**src/hdl/ffa_pkg.sv**
```systemverilog
// ----------------------------------------------------------------------------
// First-fit heap allocator package
// Field widths, operation and status codes, and the control bundle types
// shared by the channels, the controller and the datapath.
// ----------------------------------------------------------------------------
package ffa_pkg;

  localparam int ADDR_W = 32;
  localparam int SIZE_W = 24;
  localparam int STAT_W = 3;

  localparam logic [ADDR_W-1:0] HEAP_LIMIT_RST = 32'd1048576;

  // Operation codes on the func field.
  localparam logic FUNC_ALLOC = 1'b0;
  localparam logic FUNC_FREE  = 1'b1;

  typedef enum logic [STAT_W-1:0] {
    ST_OK         = 3'd0,
    ST_ZERO       = 3'd1,
    ST_HEAP_FULL  = 3'd2,
    ST_TABLE_FULL = 3'd3,
    ST_UNKNOWN    = 3'd4
  } status_t;

  // Commands from the controller to the datapath.
  typedef struct packed {
    logic load;    // capture the accepted transaction and restart the walk
    logic walk;    // step the table walk
    logic commit;  // apply the update and load the result register
  } ffa_cmd_t;

  // Status from the datapath to the controller.
  typedef struct packed {
    logic walk_done;
  } ffa_sts_t;

endpackage

```
**src/hdl/ffa_in_if.sv**
```systemverilog
// ----------------------------------------------------------------------------
// Request channel
// Valid/ready channel carrying one allocate or free request.
// ----------------------------------------------------------------------------
interface ffa_in_if import ffa_pkg::*; ();

  logic              valid;
  logic              ready;
  logic              func;
  logic [SIZE_W-1:0] request_size;
  logic [ADDR_W-1:0] release_address;

  modport source (output valid, output func, output request_size,
                  output release_address, input ready);
  modport sink   (input valid, input func, input request_size,
                  input release_address, output ready);

endinterface

```
**src/hdl/ffa_out_if.sv**
```systemverilog
// ----------------------------------------------------------------------------
// Result channel
// Valid/ready channel carrying one allocator result.
// ----------------------------------------------------------------------------
interface ffa_out_if import ffa_pkg::*; ();

  logic              valid;
  logic              ready;
  logic [ADDR_W-1:0] payload_address;
  logic [STAT_W-1:0] status;

  modport source (output valid, output payload_address, output status, input ready);
  modport sink   (input valid, input payload_address, input status, output ready);

endinterface

```
**src/hdl/ffa_cfg_if.sv**
```systemverilog
// ----------------------------------------------------------------------------
// Configuration channel
// Valid/ready write channel for the heap limit register.
// ----------------------------------------------------------------------------
interface ffa_cfg_if import ffa_pkg::*; ();

  logic              valid;
  logic              ready;
  logic [ADDR_W-1:0] data;

  modport source (output valid, output data, input ready);
  modport sink   (input valid, input data, output ready);

endinterface

```
**src/hdl/first_fit_heap_allocator.sv**
```systemverilog
// ----------------------------------------------------------------------------
// First-fit heap allocator
// Allocate/free engine over an address-ordered block table with a heap break.
// ----------------------------------------------------------------------------
// The request channel (in_chan) carries func, request_size and
// release_address; a transaction is taken when valid and ready are both high.
// The result channel (out_chan) returns payload_address and status, one
// result per request, in request order. The configuration channel (cfg_chan)
// writes the heap limit and is always ready; it should only be written while
// no request is in flight.
// A request walks the block table one entry per cycle through the single
// read port of the table memory, stopping at the first hit or after the
// last entry in use. The result is registered once the walk ends and the
// output register is free; a zero-size allocate or a null free skips the walk.
// A new request is taken only after the result of the previous one is
// registered, so one request is handled at a time.
// The result sits in an output register: a new request may be accepted while
// the receiver stalls, but its own result is held back until the previous one
// has been taken.
// Reset (synchronous, active low) empties the table, sets the break to zero
// and the heap limit to 1 MiB. Table contents are not cleared, since only
// entries below the count are ever read.
// ----------------------------------------------------------------------------
module first_fit_heap_allocator import ffa_pkg::*; #(
  parameter int MAX_BLOCKS   = 64,
  parameter int HEADER_BYTES = 16
) (
  input  logic      clk,
  input  logic      rst_n,
  ffa_in_if.sink    in_chan,
  ffa_out_if.source out_chan,
  ffa_cfg_if.sink   cfg_chan
);

  ffa_cmd_t cmd;
  ffa_sts_t sts;

  // Configuration writes are taken at any time.
  assign cfg_chan.ready = 1'b1;

  // The controller decides when a transaction is taken, walked and committed.
  ffa_ctrl u_ctrl (
    .clk       (clk),
    .rst_n     (rst_n),
    .in_valid  (in_chan.valid),
    .in_ready  (in_chan.ready),
    .out_valid (out_chan.valid),
    .out_ready (out_chan.ready),
    .sts       (sts),
    .cmd       (cmd)
  );

  // The datapath holds the table, the break and the result register.
  ffa_datapath #(
    .MAX_BLOCKS   (MAX_BLOCKS),
    .HEADER_BYTES (HEADER_BYTES)
  ) u_datapath (
    .clk                 (clk),
    .rst_n               (rst_n),
    .cmd                 (cmd),
    .sts                 (sts),
    .in_func             (in_chan.func),
    .in_request_size     (in_chan.request_size),
    .in_release_address  (in_chan.release_address),
    .cfg_we              (cfg_chan.valid),
    .cfg_data            (cfg_chan.data),
    .out_payload_address (out_chan.payload_address),
    .out_status          (out_chan.status)
  );

endmodule

```
**src/hdl/ffa_ctrl.sv**
```systemverilog
// ----------------------------------------------------------------------------
// Allocator controller
// Sequences accept, table walk and commit, and owns the result valid flag.
// ----------------------------------------------------------------------------
module ffa_ctrl import ffa_pkg::*; (
  input  logic     clk,
  input  logic     rst_n,
  input  logic     in_valid,
  output logic     in_ready,
  output logic     out_valid,
  input  logic     out_ready,
  input  ffa_sts_t sts,
  output ffa_cmd_t cmd
);

  typedef enum logic [1:0] {
    S_IDLE,
    S_WALK,
    S_FINISH
  } state_t;

  state_t state_r, state_nxt;
  logic   out_valid_r, out_valid_nxt;
  logic   slot_free;

  assign slot_free = !out_valid_r || out_ready;

  assign in_ready   = (state_r == S_IDLE);
  assign cmd.load   = in_valid && in_ready;
  assign cmd.walk   = (state_r == S_WALK);
  assign cmd.commit = (state_r == S_FINISH) && slot_free;
  assign out_valid  = out_valid_r;

  always_comb begin
    state_nxt = state_r;
    unique case (state_r)
      S_IDLE: begin
        if (cmd.load) state_nxt = S_WALK;
      end
      S_WALK: begin
        if (sts.walk_done) state_nxt = S_FINISH;
      end
      S_FINISH: begin
        if (slot_free) state_nxt = S_IDLE;
      end
      default: state_nxt = S_IDLE;
    endcase

    if (cmd.commit) begin
      out_valid_nxt = 1'b1;
    end else if (out_ready) begin
      out_valid_nxt = 1'b0;
    end else begin
      out_valid_nxt = out_valid_r;
    end
  end

  always_ff @(posedge clk) begin
    if (!rst_n) begin
      state_r     <= S_IDLE;
      out_valid_r <= 1'b0;
    end else begin
      state_r     <= state_nxt;
      out_valid_r <= out_valid_nxt;
    end
  end

  // An accepted transaction always starts a walk.
  a_accept_walks: assert property (@(posedge clk) disable iff (!rst_n)
    (in_valid && in_ready) |=> (state_r == S_WALK))
    else $error("accepted transaction did not start a walk");

  // A commit always presents a result on the next cycle.
  a_commit_shows: assert property (@(posedge clk) disable iff (!rst_n)
    cmd.commit |=> out_valid_r)
    else $error("commit did not produce a result");

  // A finished walk waits while the previous result is still held.
  a_finish_waits: assert property (@(posedge clk) disable iff (!rst_n)
    (state_r == S_FINISH && out_valid_r && !out_ready) |=> (state_r == S_FINISH))
    else $error("result overwritten while stalled");

endmodule

```
**src/hdl/ffa_datapath.sv**
```systemverilog
// ----------------------------------------------------------------------------
// Allocator datapath
// Block table memory, break and count registers, the walk pipeline and the
// allocate/free update logic.
// ----------------------------------------------------------------------------
module ffa_datapath import ffa_pkg::*; #(
  parameter int MAX_BLOCKS   = 64,
  parameter int HEADER_BYTES = 16
) (
  input  logic              clk,
  input  logic              rst_n,
  input  ffa_cmd_t          cmd,
  output ffa_sts_t          sts,
  input  logic              in_func,
  input  logic [SIZE_W-1:0] in_request_size,
  input  logic [ADDR_W-1:0] in_release_address,
  input  logic              cfg_we,
  input  logic [ADDR_W-1:0] cfg_data,
  output logic [ADDR_W-1:0] out_payload_address,
  output logic [STAT_W-1:0] out_status
);

  localparam int IDX_W = $clog2(MAX_BLOCKS);
  localparam int CNT_W = $clog2(MAX_BLOCKS + 1);
  localparam logic [CNT_W-1:0]  MAX_CNT = CNT_W'(MAX_BLOCKS);
  localparam logic [ADDR_W-1:0] HDR32   = ADDR_W'(HEADER_BYTES);
  localparam logic [ADDR_W:0]   HDR33   = (ADDR_W+1)'(HEADER_BYTES);
  localparam logic [ADDR_W+1:0] HDR34   = (ADDR_W+2)'(HEADER_BYTES);

  typedef struct packed {
    logic [ADDR_W-1:0] start;
    logic [SIZE_W-1:0] size;
    logic              free;
  } entry_t;

  entry_t mem [MAX_BLOCKS];

  // Control state.
  logic [CNT_W-1:0]  count_r, count_nxt;
  logic [ADDR_W-1:0] break_r, break_nxt;
  logic [ADDR_W-1:0] limit_r;
  logic [CNT_W-1:0]  rd_idx_r;
  logic              cmp_vld_r;
  logic              hit_r;

  // Payload state.
  logic              func_r;
  logic [SIZE_W-1:0] size_r;
  logic [ADDR_W-1:0] addr_r;
  entry_t            rd_data_r;
  logic [IDX_W-1:0]  cmp_idx_r;
  logic [IDX_W-1:0]  hit_idx_r;
  entry_t            hit_entry_r;
  logic [ADDR_W-1:0] pay_r, pay_nxt;
  status_t           status_r, status_nxt;

  logic              trivial;
  logic              issue;
  logic              match;
  logic              take_hit;
  logic [ADDR_W+1:0] new_break;
  logic              heap_full;
  logic              table_full;
  logic              last_hit;
  logic              wr_en;
  logic [IDX_W-1:0]  wr_addr;
  entry_t            wr_data;

  // Requests that need no table access.
  assign trivial = (func_r == FUNC_ALLOC) ? (size_r == '0) : (addr_r == '0);

  assign issue = !trivial && !hit_r && (rd_idx_r != count_r);

  // First-fit test for allocate, payload offset match for free.
  always_comb begin
    if (func_r == FUNC_ALLOC) begin
      match = rd_data_r.free && (rd_data_r.size >= size_r);
    end else begin
      match = ({1'b0, rd_data_r.start} + HDR33) == {1'b0, addr_r};
    end
  end

  assign take_hit = cmd.walk && cmp_vld_r && !hit_r && match;

  assign sts.walk_done = trivial || hit_r || ((rd_idx_r == count_r) && !cmp_vld_r);

  assign new_break  = {2'b00, break_r} + HDR34 + (ADDR_W+2)'(size_r);
  assign heap_full  = new_break > {2'b00, limit_r};
  assign table_full = (count_r == MAX_CNT);
  assign last_hit   = (({1'b0, addr_r} + (ADDR_W+1)'(hit_entry_r.size)) == {1'b0, break_r})
                   && ((CNT_W'(hit_idx_r) + CNT_W'(1)) == count_r);

  always_comb begin
    wr_en      = 1'b0;
    wr_addr    = hit_idx_r;
    wr_data    = hit_entry_r;
    count_nxt  = count_r;
    break_nxt  = break_r;
    pay_nxt    = '0;
    status_nxt = ST_OK;
    if (func_r == FUNC_ALLOC) begin
      if (size_r == '0) begin
        status_nxt = ST_ZERO;
      end else if (hit_r) begin
        wr_en        = 1'b1;
        wr_data.free = 1'b0;
        pay_nxt      = hit_entry_r.start + HDR32;
      end else if (heap_full) begin
        status_nxt = ST_HEAP_FULL;
      end else if (table_full) begin
        status_nxt = ST_TABLE_FULL;
      end else begin
        wr_en         = 1'b1;
        wr_addr       = count_r[IDX_W-1:0];
        wr_data.start = break_r;
        wr_data.size  = size_r;
        wr_data.free  = 1'b0;
        count_nxt     = count_r + CNT_W'(1);
        break_nxt     = new_break[ADDR_W-1:0];
        pay_nxt       = break_r + HDR32;
      end
    end else begin
      if (addr_r == '0) begin
        status_nxt = ST_OK;
      end else if (hit_r) begin
        if (last_hit) begin
          count_nxt = count_r - CNT_W'(1);
          break_nxt = hit_entry_r.start;
        end else begin
          wr_en        = 1'b1;
          wr_data.free = 1'b1;
        end
      end else begin
        status_nxt = ST_UNKNOWN;
      end
    end
    if (!cmd.commit) wr_en = 1'b0;
  end

  always_ff @(posedge clk) begin
    if (!rst_n) begin
      count_r   <= '0;
      break_r   <= '0;
      limit_r   <= HEAP_LIMIT_RST;
      rd_idx_r  <= '0;
      cmp_vld_r <= 1'b0;
      hit_r     <= 1'b0;
    end else begin
      if (cfg_we) limit_r <= cfg_data;
      if (cmd.load) begin
        rd_idx_r  <= '0;
        cmp_vld_r <= 1'b0;
        hit_r     <= 1'b0;
      end else if (cmd.walk) begin
        rd_idx_r  <= rd_idx_r + CNT_W'(issue);
        cmp_vld_r <= issue;
        if (take_hit) hit_r <= 1'b1;
      end else if (cmd.commit) begin
        cmp_vld_r <= 1'b0;
        hit_r     <= 1'b0;
        count_r   <= count_nxt;
        break_r   <= break_nxt;
      end
    end
  end

  always_ff @(posedge clk) begin
    if (wr_en) mem[wr_addr] <= wr_data;
    rd_data_r <= mem[rd_idx_r[IDX_W-1:0]];
    cmp_idx_r <= rd_idx_r[IDX_W-1:0];
    if (cmd.load) begin
      func_r <= in_func;
      size_r <= in_request_size;
      addr_r <= in_release_address;
    end
    if (take_hit) begin
      hit_idx_r   <= cmp_idx_r;
      hit_entry_r <= rd_data_r;
    end
    if (cmd.commit) begin
      pay_r    <= pay_nxt;
      status_r <= status_nxt;
    end
  end

  assign out_payload_address = pay_r;
  assign out_status          = status_r;

  a_count_bound: assert property (@(posedge clk) disable iff (!rst_n)
    count_r <= MAX_CNT)
    else $error("entry count beyond table capacity");

  a_hit_in_table: assert property (@(posedge clk) disable iff (!rst_n)
    hit_r |-> (CNT_W'(hit_idx_r) < count_r))
    else $error("walk hit outside the used table");

  a_cmp_in_table: assert property (@(posedge clk) disable iff (!rst_n)
    cmp_vld_r |-> (CNT_W'(cmp_idx_r) < count_r))
    else $error("compare stage holds an unused entry");

endmodule

```
**src/flat_wrapper.sv**
```systemverilog
// flat-port wrapper written by rule: the top's interface ports become plain ports
module first_fit_heap_allocator_flat import ffa_pkg::*;
#(
  parameter int MAX_BLOCKS   = 64,
  parameter int HEADER_BYTES = 16
)
  (clk, rst_n, in_chan_valid, in_chan_func, in_chan_request_size, in_chan_release_address, in_chan_ready, out_chan_valid, out_chan_payload_address, out_chan_status, out_chan_ready, cfg_chan_valid, cfg_chan_data, cfg_chan_ready);
  ffa_in_if in_chan_i ();
  ffa_out_if out_chan_i ();
  ffa_cfg_if cfg_chan_i ();
  input  logic clk;
  input  logic rst_n;
  input wire logic [$bits(in_chan_i.valid)-1:0] in_chan_valid;
  input wire logic [$bits(in_chan_i.func)-1:0] in_chan_func;
  input wire logic [$bits(in_chan_i.request_size)-1:0] in_chan_request_size;
  input wire logic [$bits(in_chan_i.release_address)-1:0] in_chan_release_address;
  output wire logic [$bits(in_chan_i.ready)-1:0] in_chan_ready;
  output wire logic [$bits(out_chan_i.valid)-1:0] out_chan_valid;
  output wire logic [$bits(out_chan_i.payload_address)-1:0] out_chan_payload_address;
  output wire logic [$bits(out_chan_i.status)-1:0] out_chan_status;
  input wire logic [$bits(out_chan_i.ready)-1:0] out_chan_ready;
  input wire logic [$bits(cfg_chan_i.valid)-1:0] cfg_chan_valid;
  input wire logic [$bits(cfg_chan_i.data)-1:0] cfg_chan_data;
  output wire logic [$bits(cfg_chan_i.ready)-1:0] cfg_chan_ready;
  assign in_chan_i.valid = in_chan_valid;
  assign in_chan_i.func = in_chan_func;
  assign in_chan_i.request_size = in_chan_request_size;
  assign in_chan_i.release_address = in_chan_release_address;
  assign in_chan_ready = in_chan_i.ready;
  assign out_chan_valid = out_chan_i.valid;
  assign out_chan_payload_address = out_chan_i.payload_address;
  assign out_chan_status = out_chan_i.status;
  assign out_chan_i.ready = out_chan_ready;
  assign cfg_chan_i.valid = cfg_chan_valid;
  assign cfg_chan_i.data = cfg_chan_data;
  assign cfg_chan_ready = cfg_chan_i.ready;
  first_fit_heap_allocator #(.MAX_BLOCKS(MAX_BLOCKS), .HEADER_BYTES(HEADER_BYTES)) u_core (.clk(clk), .rst_n(rst_n), .in_chan(in_chan_i), .out_chan(out_chan_i), .cfg_chan(cfg_chan_i));
endmodule
```
**config.mk**
```make
export PLATFORM = sky130hd
export DESIGN_NAME = first_fit_heap_allocator_flat
export DESIGN_NICKNAME = d
export VERILOG_FILES = /design/src/hdl/ffa_pkg.sv /design/src/hdl/ffa_in_if.sv /design/src/hdl/ffa_out_if.sv /design/src/hdl/ffa_cfg_if.sv /design/src/hdl/first_fit_heap_allocator.sv /design/src/hdl/ffa_ctrl.sv /design/src/hdl/ffa_datapath.sv /design/src/flat_wrapper.sv
export SDC_FILE = /design/constraint.sdc
export NUM_CORES = 2
export LEC_CHECK = 0
export BUFFER_PORTS_ARGS = -buffer_cell sky130_fd_sc_hd__buf_4
export CAP_MARGIN = 20
export CORE_UTILIZATION = 63
export CTS_CLUSTER_DIAMETER = 50
export CTS_CLUSTER_SIZE = 16
export DETAILED_ROUTE_END_ITERATION = 10
export PLACE_DENSITY = 0.79
export SLEW_MARGIN = 40
export SYNTH_ARGS = -nofsm -noshare
export SYNTH_HDL_FRONTEND = slang
export SYNTH_SLANG_ARGS = --single-unit
```
**constraint.sdc**
```tcl
create_clock -name clk -period 13.2 [get_ports clk]
set_input_delay 1.98 -clock clk [delete_from_list [all_inputs] [get_ports clk]]
set_output_delay 1.98 -clock clk [all_outputs]
set_load 0.02 [all_outputs]
```
==> impl_metrics.tcl <==
set metrics [dict create \
    status "complete, no violations" \
    swShare_pct 23.3 \
    routed_wl_um 519000 \
    post_cts_buffers 0 \
    setup.worst_path.end_class "register" \
    startpoint_type "register" \
    min_period_ns 9.28 \
    grt_pass1_wl_um 706000 \
    power_frac_seq_pct 53.8 \
    finClkSkew_ns 0.0990 \
    die_area_sq_um 251000 \
    numCtsBuffers 357 \
    port_buffers 130 \
    num_vias 87100 \
    final_max_slew_viol_count 0 \
    clk_pin_slew_worst_paths_ns 0.07 \
    cts_root_buf "clkbuf_16" \
    final_nets 7783 \
    drive_above_1_share_pct 29.4 \
    start_util_pct 63.6 \
    ys_seq_area_share_pct 74.6 \
    syn-cell-area_sq_um 157000 \
    setup_ws_ns 3.92 \
    p_int_mw 20.1 \
    synthArstFlopShare_pct 0 \
    ys.flop_type "edfxtp_1" \
    finalSetupViolations 0 \
    max_freq_mhz 108 \
    drt_iter0_drc 17200 \
    cts.path.max_buffers 4 \
    final_cell_mix "edfxtp_1, mux4_2, clkbuf_16, buf_4, nand2_1" \
    avgRoutedWirePerCell_um 46.7 \
    overflow 0 \
    cts_sinks 3949 \
    postSynthCellCount 7174 \
    hold_viol_final 0 \
    area_growth_pct 11.5 \
    worstSkewPairLatency_ns 1.01 \
    finalPower_mw 26.2 \
    cts_tree "done" \
    rsz0062_at_grt "false" \
    ios 132 \
    ys_top_cells_by_area "edfxtp_1, mux4_2, dfxtp_1, ha_1, xnor2_1" \
    drv_cap 0 \
    p_clk_share_pct 40.9 \
    post-route-period-util_pct 70.3 \
    comb_power_share_pct 5.3 \
    grt_pass1_vias 83100 \
    grt_usage_pct 41.6 \
    dieHeight_um 501 \
    relSlewSlack_pct 36.1 \
    cts_resized 0 \
    crit_fanout 43 \
    critPathKind "reg -> reg" \
    synth-edff-count 3803 \
    fp.coreArea_sq_um 247000 \
    antenna_found_initial 65 \
    cp.arrival_ns 10.00 \
    via_per_inst 7.83 \
    firstDrtPassIters 9 \
    power.switching_mw 6.11 \
    die_w_um 501 \
    tightest_slew_ns 0.959 \
    ys_types 95 \
    place.gp.congestion 0.951 \
    dp_slack_ns 4.41 \
    grt_max_degree 135 \
    htree_num_levels 5 \
    syn_avg_cell_area_sq_um 21.9 \
    hold_class "reg -> reg" \
    ys_warn_count 0 \
    peakVddDrop_mv 0.207 \
    synth_top_area_share_pct 72.7 \
    ys_seq_elements 3949 \
    syn-num-nets 7410 \
    cts_hold_buf 0 \
    drc 0 \
    crit_required_ns 13.92 \
    num_rows 182 \
    antenna_left 0 \
    dp_hpwl_um 269000 \
    leakagePower_nw 54.1 \
    yosys.area.top_type "edfxtp_1" \
    final_common_cell "edfxtp_1" \
    finalSetupTns_ns 0 \
    p_per_area_nw_per_um2 149 \
]
-- critical path, cell delays in order (launching register included) --
cell	delay, ns
edfxtp_1	0.48
ha_1	0.32
ha_1	0.18
inv_1	0.07
fa_1	0.45
nor2b_1	0.16
o31a_1	0.25
o311a_1	0.27
o21ai_0	0.18
a31oi_1	0.35
a21o_1	0.39
xor2_1	0.14
ha_1	0.32
nand3_1	0.14
or4_4	0.55
nor4_4	0.40
a31oi_1	0.19
a21oi_2	0.27
nand4_4	0.41
nor2_4	0.80
buf_4	0.76
o32ai_2	0.34
nand2_2	0.46
nor3_2	0.17
buf_4	0.32
buf_4	0.30
buf_12	0.23
-- layout make-up --
cell class,count,area [sq um]
timing repair buffer,380,3380
clock inverter,169,2010
tap,3312,4140
inverter,112,423
clock buffer,416,9310
antenna,32,80.1
sequential,3949,117000
fill,13200,71700
multi-input combinational,2747,38700
-- cells in the mapped netlist (all sizes together), types with 32 or more instances --
cell type / instances
xnor2: 127
nor3: 91
xor2: 58
mux4: 1197
mux2i: 47
a21oi: 105
edfxtp: 3803
ha: 139
nor2: 161
nand3: 65
o21ai: 71
mux2: 68
clkbuf: 250
nand4: 40
nand2: 174
and3: 32
buf: 116
a21o: 32
inv: 112
dfxtp: 146
a211oi: 43
-- sequential cells by signal (all words and copies together), names as in the netlist --
register	count
u_core.u_datapath.limit_r	32
u_core.u_datapath.mem	3648
u_core.u_datapath.rd_idx_r	7
u_core.u_datapath.rd_data_r	57
u_core.u_datapath.cmp_vld_r	1
u_core.u_datapath.func_r	1
u_core.u_ctrl.out_valid	1
u_core.u_datapath.hit_idx_r	6
u_core.u_datapath.cmp_idx_r	6
u_core.u_datapath.out_status	3
u_core.u_datapath.count_r	7
u_core.u_datapath.addr_r	32
u_core.u_datapath.out_payload_address	32
u_core.u_datapath.break_r	32
u_core.u_datapath.hit_r	1
u_core.u_datapath.size_r	24
u_core.u_ctrl.state_r	2
u_core.u_datapath.hit_entry_r	57
-- routing by layer --
metal / wire length, um / GRT usage (%) / share of wire [%]
met5: 626 / 0.0579 / 0.12
met1: 167000 / 55.1 / 32
met3: 76800 / 13.0 / 15
met2: 237000 / 62.6 / 46
met4: 37000 / 22.3 / 7.1
-- cells by family after synthesis --
logic type               after synthesis  share of synthesized area [%]
other                                  1                        0.00239
buffers and inverters                478                           1.20
AND/OR/NAND/NOR                      681                           2.18
flip-flops                          3949                           74.6
adder cells (fa/ha/maj)              142                           1.15
AO/OA/AOI/OAI                        426                           1.93
multiplexers                        1312                           18.0
XOR/XNOR                             185                           1.03
-- metrics by stage --
step,hold slack (ns),cells,utilization [%],instance area [sq um]
after global placement,0.385,10500,66.0,163000
after global routing,0.418,11100,70.9,175000
after floorplan,0.329,7174,-,157000
after detailed placement,0.389,10500,66.1,163000
after CTS,0.400,11100,70.7,175000
final,0.416,11100,71.0,175000
-- final timing paths --
check / slack, ns / cells after the start / to / start
max: 3.92 / 26 / u_core.u_datapath.mem[15][23]$_DFFE_PP_ / u_core.u_datapath.size_r[1]$_DFFE_PP_
min: 0.42 / 0 / u_core.u_datapath.hit_idx_r[5]$_DFFE_PP_ / u_core.u_datapath.cmp_idx_r[5]$_DFF_P_
max reg2reg: 3.92 / 26 / u_core.u_datapath.mem[15][23]$_DFFE_PP_ / u_core.u_datapath.size_r[1]$_DFFE_PP_
min reg2reg: 0.42 / 0 / u_core.u_datapath.hit_idx_r[5]$_DFFE_PP_ / u_core.u_datapath.cmp_idx_r[5]$_DFF_P_
-- power groups by stage --
stage	Sequential [mW]	Clock (mW)	Combinational (mW)
finish	14.1	10.7	1.40
global route	14.1	11.1	1.42
CTS	14.1	10.7	1.32
detailed placement	14.4	0	1.27
global placement	14.4	0	1.22
floorplan	14.3	0	0.698
Power figures use the tool's default switching activity.
